==> src/rtl/dnsab_pkg.sv <==
// ============================================================================
// dnsab_pkg
// Shared types, constants and byte tables for the DNS A-record response
// builder.
// ============================================================================
package dnsab_pkg;

   localparam int unsigned QueueDepthDefault = 4;
   localparam logic [31:0] TtlReset          = 32'd60;
   localparam logic [3:0]  HeaderLastPos     = 4'd11;
   localparam logic [2:0]  TailLen           = 3'd4;
   localparam logic [4:0]  AnswerLen         = 5'd16;

   typedef enum logic [1:0] {
      PH_HEADER = 2'd0,
      PH_NAME   = 2'd1,
      PH_TAIL   = 2'd2,
      PH_DONE   = 2'd3
   } phase_type;

   typedef enum logic [1:0] {
      ST_OK            = 2'd0,
      ST_SHORT_HEADER  = 2'd1,
      ST_NO_TERMINATOR = 2'd2,
      ST_TRUNCATED     = 2'd3
   } status_type;

   typedef struct packed {
      logic [7:0]  query_byte;
      logic        last_byte;
      logic        name_found;
      logic [31:0] ipv4_addr;
   } req_type;

   typedef struct packed {
      logic [7:0] out_byte;
      logic       byte_valid;
      logic       end_of_response;
      logic [1:0] status;
   } rsp_type;

   // One classified query byte, handed from the parser to the emitter.
   typedef struct packed {
      logic        has_byte;
      logic [7:0]  data;
      logic        last;
      logic        answer;
      status_type  status;
      logic [31:0] addr;
   } cmd_type;

   // Rewritten header byte at a given header position.
   function automatic logic [7:0] header_byte(input logic [3:0] pos,
                                              input logic [7:0] b,
                                              input logic       found);
      logic [7:0] r;
      case (pos)
         4'd0, 4'd1: r = b;
         4'd2:       r = 8'h81;
         4'd3:       r = found ? 8'h80 : 8'h83;
         4'd5:       r = 8'h01;
         4'd7:       r = {7'd0, found};
         default:    r = 8'h00;
      endcase
      return r;
   endfunction

   // Byte of the 16-byte A answer record at a given index.
   function automatic logic [7:0] answer_byte(input logic [3:0]  idx,
                                              input logic [31:0] ttl,
                                              input logic [31:0] addr);
      logic [7:0] r;
      case (idx)
         4'd0:    r = 8'hc0;
         4'd1:    r = 8'h0c;
         4'd3:    r = 8'h01;
         4'd5:    r = 8'h01;
         4'd6:    r = ttl[31:24];
         4'd7:    r = ttl[23:16];
         4'd8:    r = ttl[15:8];
         4'd9:    r = ttl[7:0];
         4'd11:   r = 8'h04;
         4'd12:   r = addr[31:24];
         4'd13:   r = addr[23:16];
         4'd14:   r = addr[15:8];
         4'd15:   r = addr[7:0];
         default: r = 8'h00;
      endcase
      return r;
   endfunction

endpackage

==> src/rtl/dns_a_response_builder.sv <==
// A query word reaches the response port through the queue, cmd_ff and rsp_data_ff.
// Throughput: one query word per cycle unless the queue is full, and one response
// word per cycle while rsp_ready holds. A final word with an answer adds 16 response
// words, while the queue takes up to QueueDepth more query words; then input stalls.
// Reset (synchronous, active high) returns the parser to the header phase,
// empties the queue, drops any pending response and sets the TTL to 60.
// ============================================================================
// dns_a_response_builder
// Builds a DNS A-record response from a query streamed in one byte per word.
// ============================================================================
module dns_a_response_builder #(
   parameter int unsigned QueueDepth = dnsab_pkg::QueueDepthDefault
) (
   input  logic               clock,
   input  logic               reset,
   input  logic               req_valid,
   output logic               req_ready,
   input  dnsab_pkg::req_type req_data,
   output logic               rsp_valid,
   input  logic               rsp_ready,
   output dnsab_pkg::rsp_type rsp_data,
   input  logic               csr_wr_en,
   input  logic [31:0]        csr_wr_data
);

   // Answer TTL register; the user must write it only while the block is idle,
   // which the block itself does not enforce, so the emitter reads it directly.
   logic [31:0] ttl_ff;

   dnsab_pkg::cmd_type push_cmd, pop_cmd;
   logic               push, full, pop, not_empty;

   always_ff @(posedge clock) begin
      if (reset) begin
         ttl_ff <= dnsab_pkg::TtlReset;
      end else if (csr_wr_en) begin
         ttl_ff <= csr_wr_data;
      end
   end

   // Front: parse and classify each query word. It stalls only when the
   // queue is full.
   dnsab_front u_front (
      .clock     (clock),
      .reset     (reset),
      .req_valid (req_valid),
      .req_ready (req_ready),
      .req_data  (req_data),
      .q_push    (push),
      .q_cmd     (push_cmd),
      .q_full    (full)
   );

   // Queue: decouples the parser from the answer bursts of the emitter.
   dnsab_fifo #(
      .Depth (QueueDepth)
   ) u_fifo (
      .clock     (clock),
      .reset     (reset),
      .push      (push),
      .push_data (push_cmd),
      .full      (full),
      .pop       (pop),
      .pop_data  (pop_cmd),
      .not_empty (not_empty)
   );

   // Back: emit the words, append the answer and hold the output register.
   dnsab_back u_back (
      .clock      (clock),
      .reset      (reset),
      .q_valid    (not_empty),
      .q_cmd      (pop_cmd),
      .q_pop      (pop),
      .answer_ttl (ttl_ff),
      .rsp_valid  (rsp_valid),
      .rsp_ready  (rsp_ready),
      .rsp_data   (rsp_data)
   );

endmodule

==> src/rtl/dnsab_front.sv <==
// ============================================================================
// dnsab_front
// Query parser: tracks header, name and tail phases and turns each accepted
// query word, apart from dropped non-final ones, into a command for the emitter.
// ============================================================================
module dnsab_front (
   input  logic              clock,
   input  logic              reset,
   input  logic              req_valid,
   output logic              req_ready,
   input  dnsab_pkg::req_type req_data,
   output logic              q_push,
   output dnsab_pkg::cmd_type q_cmd,
   input  logic              q_full
);

   dnsab_pkg::phase_type phase_ff, phase_in;
   logic [3:0] hpos_ff, hpos_in;
   logic [2:0] tail_ff, tail_in;
   logic       accept;
   logic [2:0] tail_dec;

   assign req_ready = !q_full;
   assign accept    = req_valid && req_ready;
   assign tail_dec  = (tail_ff == 3'd0) ? 3'd0 : tail_ff - 3'd1;

   always_comb begin
      phase_in        = phase_ff;
      hpos_in         = hpos_ff;
      tail_in         = tail_ff;
      q_cmd.has_byte  = 1'b1;
      q_cmd.data      = req_data.query_byte;
      q_cmd.last      = req_data.last_byte;
      q_cmd.status    = dnsab_pkg::ST_OK;
      q_cmd.addr      = req_data.ipv4_addr;
      case (phase_ff)
         dnsab_pkg::PH_HEADER: begin
            q_cmd.data = dnsab_pkg::header_byte(hpos_ff, req_data.query_byte,
                                                req_data.name_found);
            if (hpos_ff >= dnsab_pkg::HeaderLastPos) begin
               phase_in     = dnsab_pkg::PH_NAME;
               hpos_in      = 4'd0;
               q_cmd.status = dnsab_pkg::ST_NO_TERMINATOR;
            end else begin
               hpos_in      = hpos_ff + 4'd1;
               q_cmd.status = dnsab_pkg::ST_SHORT_HEADER;
            end
         end
         dnsab_pkg::PH_NAME: begin
            if (req_data.query_byte == 8'd0) begin
               phase_in     = dnsab_pkg::PH_TAIL;
               tail_in      = dnsab_pkg::TailLen;
               q_cmd.status = dnsab_pkg::ST_TRUNCATED;
            end else begin
               q_cmd.status = dnsab_pkg::ST_NO_TERMINATOR;
            end
         end
         dnsab_pkg::PH_TAIL: begin
            tail_in = tail_dec;
            if (tail_dec == 3'd0) begin
               phase_in = dnsab_pkg::PH_DONE;
            end else begin
               q_cmd.status = dnsab_pkg::ST_TRUNCATED;
            end
         end
         default: begin
            // drop bytes past the question
            q_cmd.has_byte = 1'b0;
         end
      endcase
      q_cmd.answer = req_data.last_byte && req_data.name_found &&
                     (q_cmd.status == dnsab_pkg::ST_OK);
      if (req_data.last_byte) begin
         phase_in = dnsab_pkg::PH_HEADER;
         hpos_in  = 4'd0;
         tail_in  = 3'd0;
      end
   end

   // a dropped, non-final word produces nothing downstream
   assign q_push = accept && (q_cmd.has_byte || req_data.last_byte);

   always_ff @(posedge clock) begin
      if (reset) begin
         phase_ff <= dnsab_pkg::PH_HEADER;
         hpos_ff  <= 4'd0;
         tail_ff  <= 3'd0;
      end else if (accept) begin
         phase_ff <= phase_in;
         hpos_ff  <= hpos_in;
         tail_ff  <= tail_in;
      end
   end

endmodule

==> src/rtl/dnsab_fifo.sv <==
// ============================================================================
// dnsab_fifo
// Short command queue between parser and emitter.
// ============================================================================
module dnsab_fifo #(
   parameter int unsigned Depth = dnsab_pkg::QueueDepthDefault
) (
   input  logic               clock,
   input  logic               reset,
   input  logic               push,
   input  dnsab_pkg::cmd_type push_data,
   output logic               full,
   input  logic               pop,
   output dnsab_pkg::cmd_type pop_data,
   output logic               not_empty
);

   localparam int unsigned PtrW = (Depth > 1) ? $clog2(Depth) : 1;
   localparam int unsigned CntW = $clog2(Depth + 1);
   localparam logic [PtrW-1:0] PtrLast = PtrW'(Depth - 1);
   localparam logic [CntW-1:0] CntFull = CntW'(Depth);

   dnsab_pkg::cmd_type mem_ff [Depth];
   logic [PtrW-1:0] wr_ptr_ff, wr_ptr_in;
   logic [PtrW-1:0] rd_ptr_ff, rd_ptr_in;
   logic [CntW-1:0] count_ff, count_in;
   logic            do_push, do_pop;

   assign full      = (count_ff == CntFull);
   assign not_empty = (count_ff != '0);
   assign do_push   = push && !full;
   assign do_pop    = pop && not_empty;
   assign pop_data  = mem_ff[rd_ptr_ff];

   always_comb begin
      wr_ptr_in = wr_ptr_ff;
      rd_ptr_in = rd_ptr_ff;
      count_in  = count_ff;
      if (do_push) begin
         wr_ptr_in = (wr_ptr_ff == PtrLast) ? '0 : wr_ptr_ff + PtrW'(1);
      end
      if (do_pop) begin
         rd_ptr_in = (rd_ptr_ff == PtrLast) ? '0 : rd_ptr_ff + PtrW'(1);
      end
      if (do_push && !do_pop) begin
         count_in = count_ff + CntW'(1);
      end else if (do_pop && !do_push) begin
         count_in = count_ff - CntW'(1);
      end
   end

   always_ff @(posedge clock) begin
      if (reset) begin
         wr_ptr_ff <= '0;
         rd_ptr_ff <= '0;
         count_ff  <= '0;
      end else begin
         wr_ptr_ff <= wr_ptr_in;
         rd_ptr_ff <= rd_ptr_in;
         count_ff  <= count_in;
      end
   end

   always_ff @(posedge clock) begin
      if (do_push) begin
         mem_ff[wr_ptr_ff] <= push_data;
      end
   end

endmodule

==> src/rtl/dnsab_back.sv <==
// ============================================================================
// dnsab_back
// Emitter: plays out each command as response words, appends the A answer
// when the command carries one and drives the registered response channel.
// ============================================================================
module dnsab_back (
   input  logic               clock,
   input  logic               reset,
   input  logic               q_valid,
   input  dnsab_pkg::cmd_type q_cmd,
   output logic               q_pop,
   input  logic [31:0]        answer_ttl,
   output logic               rsp_valid,
   input  logic               rsp_ready,
   output dnsab_pkg::rsp_type rsp_data
);

   dnsab_pkg::cmd_type cmd_ff;
   logic               head_ff, head_in;
   logic [4:0]         ans_ff, ans_in;
   logic               rsp_valid_ff, rsp_valid_in;
   dnsab_pkg::rsp_type rsp_data_ff, rsp_data_in;
   logic               active, out_free, emit, finish, load;
   logic [4:0]         ans_idx;

   assign active   = head_ff || (ans_ff != 5'd0);
   assign out_free = !rsp_valid_ff || rsp_ready;
   assign emit     = active && out_free;
   assign finish   = emit && (head_ff ? (ans_ff == 5'd0) : (ans_ff == 5'd1));
   assign load     = q_valid && (!active || finish);
   assign q_pop    = load;
   assign ans_idx  = dnsab_pkg::AnswerLen - ans_ff;

   always_comb begin
      head_in      = head_ff;
      ans_in       = ans_ff;
      rsp_valid_in = rsp_valid_ff && !rsp_ready;
      rsp_data_in  = rsp_data_ff;
      if (emit) begin
         rsp_valid_in = 1'b1;
         if (head_ff) begin
            // query byte, or a bare end marker
            head_in                     = 1'b0;
            rsp_data_in.out_byte        = cmd_ff.has_byte ? cmd_ff.data : 8'd0;
            rsp_data_in.byte_valid      = cmd_ff.has_byte;
            rsp_data_in.end_of_response = cmd_ff.last && !cmd_ff.answer;
            rsp_data_in.status          = rsp_data_in.end_of_response ?
                                          cmd_ff.status : dnsab_pkg::ST_OK;
         end else begin
            ans_in                      = ans_ff - 5'd1;
            rsp_data_in.out_byte        = dnsab_pkg::answer_byte(ans_idx[3:0],
                                                                 answer_ttl,
                                                                 cmd_ff.addr);
            rsp_data_in.byte_valid      = 1'b1;
            rsp_data_in.end_of_response = (ans_ff == 5'd1);
            rsp_data_in.status          = dnsab_pkg::ST_OK;
         end
      end
      if (load) begin
         head_in = q_cmd.has_byte || !q_cmd.answer;
         ans_in  = q_cmd.answer ? dnsab_pkg::AnswerLen : 5'd0;
      end
   end

   always_ff @(posedge clock) begin
      if (reset) begin
         head_ff      <= 1'b0;
         ans_ff       <= 5'd0;
         rsp_valid_ff <= 1'b0;
      end else begin
         head_ff      <= head_in;
         ans_ff       <= ans_in;
         rsp_valid_ff <= rsp_valid_in;
      end
   end

   always_ff @(posedge clock) begin
      rsp_data_ff <= rsp_data_in;
      if (load) begin
         cmd_ff <= q_cmd;
      end
   end

   assign rsp_valid = rsp_valid_ff;
   assign rsp_data  = rsp_data_ff;

endmodule

==> config.mk <==
export PLATFORM = sky130hd
export DESIGN_NAME = dns_a_response_builder
export DESIGN_NICKNAME = d
export VERILOG_FILES = /design/src/rtl/dnsab_pkg.sv /design/src/rtl/dns_a_response_builder.sv /design/src/rtl/dnsab_front.sv /design/src/rtl/dnsab_fifo.sv /design/src/rtl/dnsab_back.sv
export SDC_FILE = /design/constraint.sdc
export NUM_CORES = 1
export LEC_CHECK = 0
export BUFFER_PORTS_ARGS = -buffer_cell sky130_fd_sc_hd__buf_2
export CORE_ASPECT_RATIO = 1.5
export CORE_UTILIZATION = 65
export DETAILED_ROUTE_END_ITERATION = 8
export HOLD_SLACK_MARGIN = 0.06
export PLACE_DENSITY_LB_ADDON = 0.3
export REMOVE_ABC_BUFFERS = 1
export SETUP_SLACK_MARGIN = 0.4
export SYNTH_ARGS = -nofsm -noshare
export SYNTH_HDL_FRONTEND = slang
export SYNTH_HIERARCHICAL = 1
export SYNTH_SLANG_ARGS = --single-unit
==> constraint.sdc <==
create_clock -name clock -period 5.64 [get_ports clock]
set_input_delay 0 -clock clock [delete_from_list [all_inputs] [get_ports clock]]
set_output_delay 0 -clock clock [all_outputs]
set_load 0.05 [all_outputs]
== Word level (Yosys, flattened, before mapping) ==
Memory sizes are Yosys's and may differ from the RTL's. A register that Yosys moved wholly into a read port is not among the register bits.
Cells that the tools add are included.
Word-level totals
  bits in latches: 0
  output and inout bits: 14
  flip-flop bits (word level): 112
  word-level logic and storage cells: 146
  memories: 1
  input port bits: 79
  ROM bits: 0
  bits in writable memories: 180
Memory list
  u_fifo.mem_ff: words 4, bits a word 45, read ports 1, clocked after memory_dff 1, wr ports 1, line dnsab_fifo.sv:23  | dnsab_pkg::cmd_type mem_ff [Depth];
Cells by class
  equality and inequality tests: 27
  add/sub/neg operators: 8
  reduce and logical (&&, ||, !) cells: 49
  multiplexer cells: 40
  bitwise operators: 0
  div/mod/pow operators: 0
  $mul: 0
  order comparisons: 1
  shift operators: 0
Operators with widths (number)
  $pmux 8 s12: 1
  $pmux 8 s5: 1
  $eq 4x4->1 const B: 7
  $mux 2: 12
  $eq 4x3->1 const B: 5
  $mux 5: 4
  $mux 8: 2
  $mux 3: 5
  $logic_and 1x1->1: 13
  $eq 4x2->1 const B: 3
  $mux 12: 1
  $mux 4: 3
  $pmux 2 s3: 2
  $ne 3x2->1 const B: 3
  $eq 4x1->1 const B: 2
  $logic_not 1->1: 8
  $logic_not 4->1: 2
  $logic_not 8->1: 1
  $mux 1: 8
  $eq 2x2->1 const B: 3
  $logic_not 3->1: 2
  $pmux 3 s2: 1
  $reduce_and 2->1: 3
  $reduce_bool 2->1: 3
  other kinds (21): 30

== Logic depth before layout (Yosys ltp) ==
Gate-level depths: netlist of the first run.
  word-level depth: 10
  gate-level depth with buffers: 15
  depth with buffers taken out: 13

== Hierarchy ==
Netlist of the first run, hierarchy kept.
By module, submodules not included
  dnsab_fifo: cells an instance 285, instances 1, area each 6999.2 µm², sequential area each 5585.4 µm²
  dnsab_back: cells an instance 338, instances 1, area each 3626.0 µm², sequential area each 1851.8 µm²
  dns_a_response_builder: cells an instance 103, instances 1, area each 1169.9 µm², sequential area each 640.6 µm²
  dnsab_front: cells an instance 135, instances 1, area each 1072.3 µm², sequential area each 180.2 µm²

== Worst setup path after synthesis of the first run ==
OpenSTA, ideal clock, no wires.
  kind: reg-to-reg
  start: register u_back.ans_ff[0]
  end: register u_fifo.count_ff[2]
  data required time: 5570 ps
  path slack: 1828 ps
  arrival: 3742 ps
  path buffers: 3
  cell stages (with the launch flop): 16
  clock period less this slack: 3812 ps
  library setup time: 70 ps
  cells stage by stage: dfxtp_1 -> buf_2 -> inv_1 -> ha_1 -> buf_2 -> inv_1 -> buf_2 -> o22ai_1 -> and3_1 -> o31ai_2 -> ha_1 -> inv_1 -> fa_1 -> xor2_1 -> or3_1 -> a21oi_1
Between the ends
  cells in the longest elaborated chain, start to end: 10
  elaborated cells between the ends (all ways): 16
  classes of those cells: eq/ne: 1; mux: 2; reduce/logical: 13
RTL lines
  start, declared: line dnsab_back.sv:20  | logic [4:0] ans_ff, ans_in;
  start signal, assigned: line dnsab_back.sv:72  | ans_ff <= ans_in;
  $reduce_bool 5->1: line dnsab_back.sv:26  | assign active = head_ff || (ans_ff != 5'd0);
  $logic_or 1x1->1: line dnsab_back.sv:26
  $logic_and 1x1->1: line dnsab_back.sv:28  | assign emit = active && out_free;
  $logic_and 1x1->1: line dnsab_back.sv:29  | assign finish = emit && (head_ff ? (ans_ff == 5'd0) : (ans_ff == 5'd1));
  $logic_or 1x1->1 *: line dnsab_back.sv:30  | assign load = q_valid && (!active || finish);
  $logic_and 1x1->1 *: line dnsab_back.sv:30
  via pop: line dns_a_response_builder.sv:31  | logic push, full, pop, not_empty;
  $logic_and 1x1->1 *: line dnsab_fifo.sv:32  | assign do_pop = pop && not_empty;
  $logic_not 1->1: line dnsab_fifo.sv:45  | if (do_push && !do_pop) begin
  $logic_and 1x1->1: line dnsab_fifo.sv:45
  $mux 3 / $reduce_bool 2->1 (equally long branches)
  end signal, assigned: line dnsab_fifo.sv:60  | count_ff <= count_in;
  end, declared: line dnsab_fifo.sv:26  | logic [CntW-1:0] count_ff, count_in;
The timed path passes the listed nets; every way through them passes the cells marked *.
A chain may end at the register's enable or synchronous reset.

== Worst setup path in the final report of the first run ==
Same ends and word-level chain as after synthesis.

==> results of run 1 <==
## sequential cells by signal (all words and copies together), names as in the netlist, 2 cells and up, named ones only
name,flops
u_fifo/wr_ptr_ff,2
u_back/ans_ff,5
u_fifo/count_ff,3
u_back/rsp_data,12
u_front/phase_ff,2
u_fifo/mem_ff,180
u_fifo/rd_ptr_ff,2
ttl_ff,32
u_front/hpos_ff,4
u_back/cmd_ff,45
u_front/tail_ff,3
## per-stage QoR
step | total power, mW | cell area (µm²)
2_1_floorplan | 4.50 | 12300
3_3_place_gp | 4.99 | 13100
3_5_place_dp | 5.08 | 13100
4_1_cts | 7.00 | 14800
5_1_grt | 7.26 | 14800
6_report | 7.00 | 14800
## worst reg2reg max path: stages (launching register included)
cell,delay (ps)
dfxtp_1,580
inv_1,160
ha_1,240
buf_4,290
a21oi_1,210
o22ai_1,110
and3_2,250
o31ai_2,110
ha_1,260
inv_1,60
fa_1,370
xor2_1,180
or3_1,320
a21oi_1,150
## worst max-delay path by stage
stage	slack, ps	to	start	cells past startpoint
floorplan	900	u_fifo/count_ff[2]	u_back/ans_ff[0]	12
global placement	2520	u_fifo/count_ff[2]	u_back/ans_ff[0]	13
detailed placement	2380	u_fifo/count_ff[2]	u_back/ans_ff[0]	13
CTS	2290	u_fifo/count_ff[2]	u_back/ans_ff[0]	13
global route	2030	u_fifo/count_ff[2]	u_back/ans_ff[0]	13
finish	2270	u_fifo/count_ff[2]	u_back/ans_ff[0]	13
## power by group through the flow
| stage | clock, mW | sequential [mW] | combinational [mW] |
|---|---|---|---|
| floorplan | 0 | 3.39 | 1.11 |
| global placement | 0 | 3.25 | 1.74 |
| detailed placement | 0 | 3.28 | 1.80 |
| CTS | 1.88 | 3.25 | 1.87 |
| global route | 1.97 | 3.29 | 2.00 |
| finish | 1.86 | 3.25 | 1.88 |
## logic make-up after synthesis
logic type	synth area share
compound gates	0.0748
buf+inv	0.0539
flops	0.642
simple gates	0.0799
xor+xnor	0.00476
fa+ha+maj	0.0220
mux	0.123
## synth_stat cells (11+ instances only)
cell	number	area share
edfxtp_1	237	0.55
dfxtp_1	57	0.089
nor2_1	56	0.016
mux2i_1	50	0.039
mux4_2	45	0.079
nand2_1	42	0.012
buf_4	34	0.020
a21oi_1	27	0.011
ha_1	21	0.020
o21ai_0	21	0.0082
buf_2	18	0.0070
inv_1	18	0.0053
clkbuf_1	16	0.0047
nand3_1	13	0.0051
and3_1	12	0.0058
a31oi_1	11	0.0053
nor2b_1	11	0.0053
## per-layer routing
layer	wire, µm	share of wire	GRT usage
met1	10600	0.37	0.348
met2	15000	0.52	0.512
met3	1910	0.067	0.0404
met4	1250	0.044	0.125
met5	0	0	0
## layout make-up
cell class	instances	area share
Sequential cell	294	0.559
Inverter	20	0.00635
Clock buffer	32	0.0498
Tap cell	256	0.0217
Timing Repair Buffer	173	0.0851
Clock inverter	20	0.0130
Multi-Input combinational cell	462	0.265
## cells in the final DEF, fill, tap and decap left out, drive strengths merged, types with 5 or more instances in the layout
cell and instances:
a21oi 28, ha 21, nor4 6, a32oi 7
nor2b 11, o211ai 5, a211o 6, nor2 57
edfxtp 237, mux2i 50, a22oi 10, and2 10
a31oi 11, and3 12, mux4 45, dlygate4sd3 76
nor3 8, clkinv 15, buf 97, clkbuf 32
a211oi 5, inv 19, nand3 13, o221ai 5
or3 5, nand2b 8, nand4 6, mux2 6
o21ai 28, dfxtp 57, nand2 44
==> out/metrics.csv, run 1 <==
stage,metric,value,unit
drt,routed len/inst,22.8,µm
final_layout,layout cells sized above 1,0.223,
grt,global route overflow,0,
place,Post-DP HPWL,17400,µm
timing,Worst Tran Pin Value,1300,ps
power_and_ir_drop,clock share of power,0.266,
die,row count,62,
place,placed insts,1129,
timing,Tcrit/Tclk final,0.598,
timing,Final Setup Violations,0,
final_layout,area growth from synthesis to layout,14.9,%
worst_setup_path,Crit. End Element,register,
power_and_ir_drop,Switching Fraction,0.318,
place,GP Congestion,0.938,
clock_tree,depth of the CTS H-tree,1,
worst_setup_path,max incr delay on CP,580,ps
worst_setup_path,arrival time worst endpoint,3820,ps
worst_setup_path,"delay-heaviest family, CP",adder cells,
worst_setup_path,R2R cell count,13,
drt,Pre-antenna DRT Iters,7,
grt,number of global-route vias before repair,8236,
power_and_ir_drop,leakage,5.19,nW
clock_tree,CTS Buf Count,28,
worst_setup_path,WP buf/inv,3,
min_path,worst hold endpoint,ttl_ff[7],
drt,Vias/cell,6.34,
worst_setup_path,Slowest cell on crit path,dfxtp_1,
clock_tree,post-CTS setup buffer count,0,
synthesis,Gate Count Post-Synth,861,
clock_tree,clock latency on the worst-skew pair,550,ps
drt,via count,7966,
timing,fmax,0.297,GHz
synthesis,sequential fraction of the synthesis area,0.642,
die,CORE AREA,0.0192,mm²
final_layout,Seq. cell area,0.00826,mm²
timing,Rel. slew slack,0.132,
die,DIE HEIGHT,174,µm
worst_setup_path,Worst R2R End,u_fifo/count_ff[2],
synthesis,number of synthesized flops with an enable pin,237,
timing,final setup margin,2270,ps
die,Die Wd,117,µm
clock_tree,Sink Count,294,
job,maximum capacitance violations,0,
worst_setup_path,crit path launch type,register,
worst_setup_path,Worst Path Required,6090,ps
timing,Clock Skew,20.5,ps
timing,Final min period,3370,ps
final_layout,final core occ,0.769,
drt,post-route ant nets,0,
timing,Final Hold Fails,0,
final_layout,# diodes,0,
synthesis,dominant synthesized flop cell,edfxtp_1,
clock_tree,maximum clock insertion buffer count,3,
worst_setup_path,WS Path Type,reg2reg,
run_status,status,completed,
grt,initial antenna violation count,0,
grt,largest net degree at the start of global routing,56,
place,count of input and output buffers,92,
final_layout,Final #Nets,1080,
clock_tree,CTS tree,yes,
clock_tree,CTS Hold Buffers Added,76,
timing,Sum Neg Setup Slack,0,ps
worst_setup_path,Reg-to-Reg Start,u_back/ans_ff[0],
timing,RSZ-0062 raised after global routing,false,
grt,All-Layer GR Usage,0.289,
synthesis,Synth Area per Inst,14.9,µm²
drt,Residual DRC,0,
final_layout,FILL cells,1142,
worst_setup_path,CP Max Fanout,45,
synthesis,"Async S/R FF share, synth",0,
final_layout,"Cell Count, Final, Fillers Out",1257,
power_and_ir_drop,worst vdd ir,0.357,mV
min_path,worst min-delay path startpoint,reset,
die,initial core utilization,0.669,
clock_tree,cells resized by post-CTS repair,0,
timing,worst hold margin,166,ps
power_and_ir_drop,combinational power share,0.269,
die,num ports,93,
power_and_ir_drop,PwrDens,473,mW/mm²
min_path,hold path depth,2,
synthesis,post-synth cell types,77,
min_path,Hold Crit Class,in2reg,
place,setup slack after placement,2380,ps
clock_tree,"CTS clk-pin slew, worst paths",70,ps
timing,max-slew violation total from the final report,0,
synthesis,synth warn,6,
worst_setup_path,R2R Setup Slk,2270,ps
power_and_ir_drop,P_sw,2.22,mW
synthesis,Synth Cell Area,0.0129,mm²
clock_tree,clk root buf,clkbuf_16,
power_and_ir_drop,sequential share of power,0.465,
worst_setup_path,sequence of cells on the critical path,inv_1 > ha_1 > buf_4 > a21oi_1 > o22ai_1 > and3_2 > o31ai_2 > ha_1 > inv_1 > fa_1 > xor2_1 > or3_1 > a21oi_1,
drt,drt initial violations,787,
drt,DRT Wirelength,28700,µm
final_layout,area of the multi-input gates,0.00392,mm²
power_and_ir_drop,Int Power,4.77,mW
synthesis,Seq cells post-synth,294,
die,Die Footprint,0.0204,mm²
grt,global-route wire length before repair,43800,µm
(Power assumes the default switching activity.)
==> run 2: changes to the inputs <==
CORE_UTILIZATION = 54   (was 65)
clock period = 2.8 ns   (was 5.64 ns; I/O delays follow)
==> run 2 against run 1 <==
  * Critical path depth unchanged
  * Sequential cell count unchanged
  * Critical endpoint unchanged
  * Die area up 20%
  * Clock-buffer cell count down 2
  * Sequential share of layout area down 1.9 points
  * Final cell count up 7.7%
  * Via count down 2.0%
  * Global-route usage down 5.9 points
  * Critical path type unchanged
  * Total power up 100%
==> out/metrics.csv, run 2 (synthesis results as in run 1) <==
stage,metric,value,unit
place,GP Congestion,0.956,
drt,Residual DRC,0,
power_and_ir_drop,clock share of power,0.248,
die,DIE HEIGHT,191,µm
power_and_ir_drop,worst vdd ir,0.534,mV
clock_tree,clk root buf,clkbuf_16,
drt,Vias/cell,5.77,
clock_tree,clock latency on the worst-skew pair,530,ps
die,Die Wd,128,µm
power_and_ir_drop,combinational power share,0.296,
drt,post-route ant nets,0,
grt,initial antenna violation count,0,
clock_tree,depth of the CTS H-tree,1,
power_and_ir_drop,PwrDens,928,mW/mm²
final_layout,layout cells sized above 1,0.251,
power_and_ir_drop,sequential share of power,0.456,
place,Post-DP HPWL,17500,µm
final_layout,final core occ,0.660,
drt,routed len/inst,20.2,µm
min_path,Hold Crit Class,in2reg,
drt,via count,7807,
timing,worst hold margin,223,ps
clock_tree,CTS tree,yes,
timing,max-slew violation total from the final report,0,
clock_tree,maximum clock insertion buffer count,3,
place,count of input and output buffers,92,
power_and_ir_drop,leakage,5.40,nW
worst_setup_path,R2R cell count,13,
timing,Final Hold Fails,0,
timing,Final Setup Violations,0,
worst_setup_path,arrival time worst endpoint,2940,ps
timing,Final min period,2490,ps
timing,Worst Tran Pin Value,996,ps
drt,DRT Wirelength,27400,µm
run_status,status,completed,
timing,fmax,0.401,GHz
clock_tree,"CTS clk-pin slew, worst paths",60,ps
final_layout,most frequent cells in the layout,"edfxtp_1 (237), buf_2 (92), dlygate4sd3_1 (88)",
grt,global-route wire length before repair,42500,µm
timing,Sum Neg Setup Slack,0,ps
final_layout,biggest regs,"u_fifo/mem_ff: 180 flops, u_back/cmd_ff: 45 flops, ttl_ff: 32 flops",
worst_setup_path,R2R Setup Slk,310,ps
final_layout,Final #Nets,1123,
clock_tree,CTS Buf Count,27,
worst_setup_path,CP Max Fanout,4,
power_and_ir_drop,Int Power,9.78,mW
clock_tree,Sink Count,294,
final_layout,area growth from synthesis to layout,19.1,%
timing,Tcrit/Tclk final,0.890,
die,row count,68,
place,setup slack after placement,193,ps
drt,Pre-antenna DRT Iters,5,
power_and_ir_drop,P_sw,4.44,mW
worst_setup_path,Reg-to-Reg Start,u_fifo/count_ff[2],
die,num ports,93,
worst_setup_path,Crit. End Element,register,
timing,Rel. slew slack,0.336,
final_layout,"commonest non-fill, non-tap cell in the layout",edfxtp_1,
final_layout,# diodes,0,
die,initial core utilization,0.554,
worst_setup_path,Worst Path Required,3250,ps
timing,Clock Skew,12.3,ps
worst_setup_path,WS Path Type,reg2reg,
drt,drt initial violations,676,
worst_setup_path,crit path launch type,register,
grt,number of global-route vias before repair,7923,
grt,largest net degree at the start of global routing,49,
min_path,worst min-delay path startpoint,csr_wr_data[2],
die,Die Footprint,0.0245,mm²
worst_setup_path,Worst Setup SP,u_fifo/count_ff[2],
min_path,worst hold endpoint,ttl_ff[2],
power_and_ir_drop,Switching Fraction,0.312,
grt,global route overflow,0,
grt,All-Layer GR Usage,0.230,
job,maximum capacitance violations,0,
min_path,hold path depth,3,
timing,RSZ-0062 raised after global routing,true,
die,CORE AREA,0.0232,mm²
worst_setup_path,Worst R2R End,u_fifo/count_ff[2],
timing,final setup margin,308,ps
final_layout,max reg flops,180,
final_layout,"Most flops, register",u_fifo/mem_ff,
==> run 2: changes by cell type in the layout (fill, tap and decap cells not counted), moves of 3 or more <==
cell and change:
buf_4 +23, dlygate4sd3_1 +12, buf_12 +7, clkinv_2 -7
clkinv_1 +6, ha_1 -4, inv_1 -3
==> run 2: critical path, cell delays in order, from the launching register on <==
cell	delay, ps
dfxtp_4	350
or3b_4	250
clkinv_4	60
inv_4	50
nand2_4	40
a21oi_2	110
bufinv_8	200
nor2_4	130
ha_4	150
inv_2	40
fa_2	370
xor2_2	160
or3_4	390
a21oi_2	120
==> run 2: layout make-up <==
class | count | area (µm²)
inverter | 20 | 96.3
fill | 1573 | 7900
tap | 315 | 394
timing repair buffer | 217 | 1720
clock inverter | 16 | 155
sequential | 294 | 8270
clock buffer | 30 | 687
multi-input combinational | 462 | 4010
==> run 2: metrics by stage <==
| step | area [µm²] | std cells | power (mW) |
|---|---|---|---|
| final | 15300 | 1354 | 14.2 |
| after global placement | 13400 | 1214 | 10.4 |
| after detailed placement | 13400 | 1214 | 10.5 |
| after floorplan | 12300 | 776 | 9.07 |
| after global routing | 15300 | 1354 | 14.8 |
| after CTS | 15200 | 1351 | 14.2 |
==> run 2: routing by layer <==
| metal | part of all wire | vias up | global-route usage |
|---|---|---|---|
| li1 | - | 3605 | - |
| met1 | 0.39 | 3843 | 0.281 |
| met2 | 0.51 | 290 | 0.406 |
| met3 | 0.054 | 69 | 0.0327 |
| met4 | 0.039 | 0 | 0.102 |
| met5 | 0 | - | 0 |
==> run 2: power by group through the flow <==
stage | clock network (mW) | logic (mW) | registers [mW]
2_1_floorplan | 0 | 2.24 | 6.82
3_3_place_gp | 0 | 3.89 | 6.52
3_5_place_dp | 0 | 3.91 | 6.56
4_1_cts | 3.58 | 4.11 | 6.49
5_1_grt | 3.76 | 4.49 | 6.55
6_report | 3.52 | 4.21 | 6.48
==> run 2: how the worst max path moves through the flow <==
stage                    endpoint  slack [ps]  depth (start not counted)
2_1_floorplan  u_fifo/count_ff[2]       -1940                         12
3_3_place_gp   u_fifo/count_ff[2]         260                         13
3_5_place_dp   u_fifo/count_ff[2]         190                         12
4_1_cts        u_fifo/count_ff[2]         370                         13
5_1_grt        u_fifo/count_ff[2]         190                         13
6_report       u_fifo/count_ff[2]         310                         13
==> run 2: what timing repair did <==
action	in CTS	in global routing
hold buffers	88	0
endpoints found under the hold margin	223	0
endpoints found under the setup margin	3	6
pin swaps	2	7
setup buffers	3	3
gates resized for setup	13	18
==> run 3: changes to the inputs <==
ABC_AREA = 1   (was not set)
==> run 3 against run 2 <==
  * Sequential cell count stayed put
  * First-iteration DRC count is 1.3% higher
  * Clock-buffer cell count is 4 higher
  * Non-clock buffer count is 2 lower
  * Setup slack better by 260 ps
  * Global-route usage is 0.21 points lower
  * Die area is 0.24% higher
  * Clock power is 7.7% higher
  * Via count is 14% higher
  * Largest power group unchanged
==> out/metrics.csv, run 3 <==
stage,metric,value,unit
place,Post-DP HPWL,16400,µm
min_path,hold path depth,3,
clock_tree,maximum clock insertion buffer count,3,
clock_tree,clk root buf,clkbuf_16,
final_layout,most frequent cells in the layout,"edfxtp_1 (237), nor2_1 (226), nand2_1 (196)",
final_layout,"commonest non-fill, non-tap cell in the layout",edfxtp_1,
synthesis,number of synthesized flops with an enable pin,237,
timing,Worst Tran Pin Value,951,ps
die,CORE AREA,0.0232,mm²
grt,global route overflow,0,
clock_tree,clock latency on the worst-skew pair,550,ps
timing,Rel. slew slack,0.365,
worst_setup_path,crit path launch type,register,
die,initial core utilization,0.555,
grt,global-route wire length before repair,43800,µm
place,GP Congestion,0.873,
run_status,status,completed,
power_and_ir_drop,leakage,6.15,nW
min_path,worst hold endpoint,ttl_ff[29],
synthesis,synth warn,6,
grt,number of global-route vias before repair,8875,
power_and_ir_drop,PwrDens,991,mW/mm²
worst_setup_path,Worst R2R End,u_fifo/count_ff[1],
synthesis,"Async S/R FF share, synth",0,
timing,Final Hold Fails,0,
synthesis,Synth Cell Area,0.0129,mm²
place,setup slack after placement,105,ps
drt,DRT Wirelength,27100,µm
drt,drt initial violations,685,
final_layout,# diodes,0,
final_layout,layout cells sized above 1,0.143,
drt,routed len/inst,16.0,µm
clock_tree,CTS Buf Count,28,
timing,Final min period,2230,ps
synthesis,leading post-synthesis cells by cell area,"edfxtp_1 (55%), dfxtp_1 (8.8%), nor2_1 (6.8%)",
clock_tree,Sink Count,294,
final_layout,max reg flops,180,
place,dpl cell area,0.0132,mm²
worst_setup_path,R2R cell count,13,
synthesis,post-synth cell types,40,
grt,initial antenna violation count,0,
worst_setup_path,CP Max Fanout,5,
timing,fmax,0.449,GHz
die,row count,68,
worst_setup_path,arrival time worst endpoint,2650,ps
final_layout,fin area,0.0153,mm²
drt,Residual DRC,0,
drt,Vias/cell,5.23,
drt,post-route ant nets,0,
grt,largest net degree at the start of global routing,91,
synthesis,Seq cells post-synth,294,
worst_setup_path,WS Path Type,reg2reg,
die,DIE HEIGHT,191,µm
worst_setup_path,Worst Path Required,3230,ps
die,num ports,93,
clock_tree,depth of the CTS H-tree,1,
grt,All-Layer GR Usage,0.228,
job,maximum capacitance violations,0,
min_path,Hold Crit Class,in2reg,
final_layout,biggest regs,"u_fifo/mem_ff: 180 flops, u_back/cmd_ff: 45 flops, ttl_ff: 32 flops",
synthesis,largest area contributor in the netlist,edfxtp_1,
synthesis,dominant synthesized flop cell,edfxtp_1,
timing,Tcrit/Tclk final,0.796,
final_layout,area growth from synthesis to layout,18.3,%
synthesis,Synth Area per Inst,10.7,µm²
timing,RSZ-0062 raised after global routing,false,
die,Die Footprint,0.0245,mm²
drt,via count,8898,
final_layout,Final #Nets,1468,
min_path,worst min-delay path startpoint,csr_wr_en,
timing,Final Setup Violations,0,
final_layout,"Most flops, register",u_fifo/mem_ff,
drt,Pre-antenna DRT Iters,5,
synthesis,sequential fraction of the synthesis area,0.640,
timing,max-slew violation total from the final report,0,
place,count of input and output buffers,92,
power_and_ir_drop,worst vdd ir,0.533,mV
synthesis,Yosys top cell area share,0.552,
clock_tree,"CTS clk-pin slew, worst paths",60,ps
worst_setup_path,Crit. End Element,register,
worst_setup_path,R2R Setup Slk,570,ps
synthesis,most frequent cells after synthesis,"edfxtp_1 (237), nor2_1 (232), nand2_1 (198)",
timing,final setup margin,572,ps
die,Die Wd,128,µm
timing,Clock Skew,22.2,ps
synthesis,Gate Count Post-Synth,1207,
synthesis,most common cell in the netlist,edfxtp_1,
worst_setup_path,Reg-to-Reg Start,u_back/ans_ff[1],
clock_tree,CTS tree,yes,
==> run 3: area by class of cell <==
class                   count  area, µm²
clock buffers              34        733
clock inverters            14        189
fillers                  1758       7970
inverters                 105        408
multi-input cells         723       3550
flip-flops and latches    294       8270
well taps                 315        394
repair buffers            215       1710
==> run 3: kinds of logic (layout without fill, tap and decap cells) <==
| family | after synthesis | in the layout | share of synthesized area |
|---|---|---|---|
| flops | 294 | 294 | 0.640 |
| simple gates | 527 | 527 | 0.171 |
| xor+xnor | 5 | 5 | 0.00543 |
| compound gates | 169 | 169 | 0.0710 |
| buf+inv | 190 | 368 | 0.0906 |
| fa+ha+maj | 22 | 22 | 0.0219 |
==> run 3: layer usage <==
layer  part of all wire  GRT usage  vias to the layer above  wire length (µm)
met1               0.41      0.276                     4204             11000
li1                   -          -                     4367                 -
met4              0.035     0.0923                        0               956
met3              0.045     0.0252                       63              1220
met2               0.51      0.412                      264             14000
met5                  0          0                        -                 0
==> run 3: what timing repair did <==
item,CTS,global route
pin swaps,1,1
gates cloned,0,0
endpoints found under the setup margin,51,46
buffers inserted,2,2
hold endpoints to repair,219,0
hold buffers,101,0
resized for setup,7,14
==> run 3: worst max path at each step <==
stage / from / endpoint / slack (ps) / cells past startpoint
2_1_floorplan: u_fifo/count_ff[0] / u_fifo/mem_ff[0][0] / -1060 / 8
3_3_place_gp: u_back/ans_ff[0] / u_fifo/count_ff[1] / 240 / 13
3_5_place_dp: u_back/ans_ff[0] / u_fifo/count_ff[1] / 100 / 13
4_1_cts: u_back/ans_ff[1] / u_fifo/count_ff[1] / 440 / 13
5_1_grt: u_fifo/count_ff[0] / u_fifo/count_ff[2] / 390 / 17
6_report: u_back/ans_ff[1] / u_fifo/count_ff[1] / 570 / 13
==> run 3: worst max-delay path, stage by stage, from the launching register on <==
cell     delay, ps
dfxtp_4        370
inv_2          100
ha_4           150
nor3b_4        200
nand2_1         90
o22ai_2         90
nand2_1        100
inv_2           80
nand2_2         70
ha_2           180
inv_1           80
fa_1           420
o21ai_1        150
nor2_1          50
==> run 3: power breakdown <==
part           internal, mW  switching, mW  total (mW)
Clock                  2.23           1.56        3.79
Combinational          1.46           3.38        4.84
Sequential             6.09          0.396        6.48
==> run 3: stage by stage <==
stage	total power, mW	instances	TNS [ps]	hold WS, ps	util
after floorplan	9.50	1122	-192270	69.1	-
after global placement	11.0	1547	0	214	0.570
after detailed placement	11.1	1547	0	217	0.570
after CTS	15.1	1698	0	66.6	0.655
after global routing	15.9	1700	0	96.0	0.657
final	15.1	1700	0	71.8	0.657
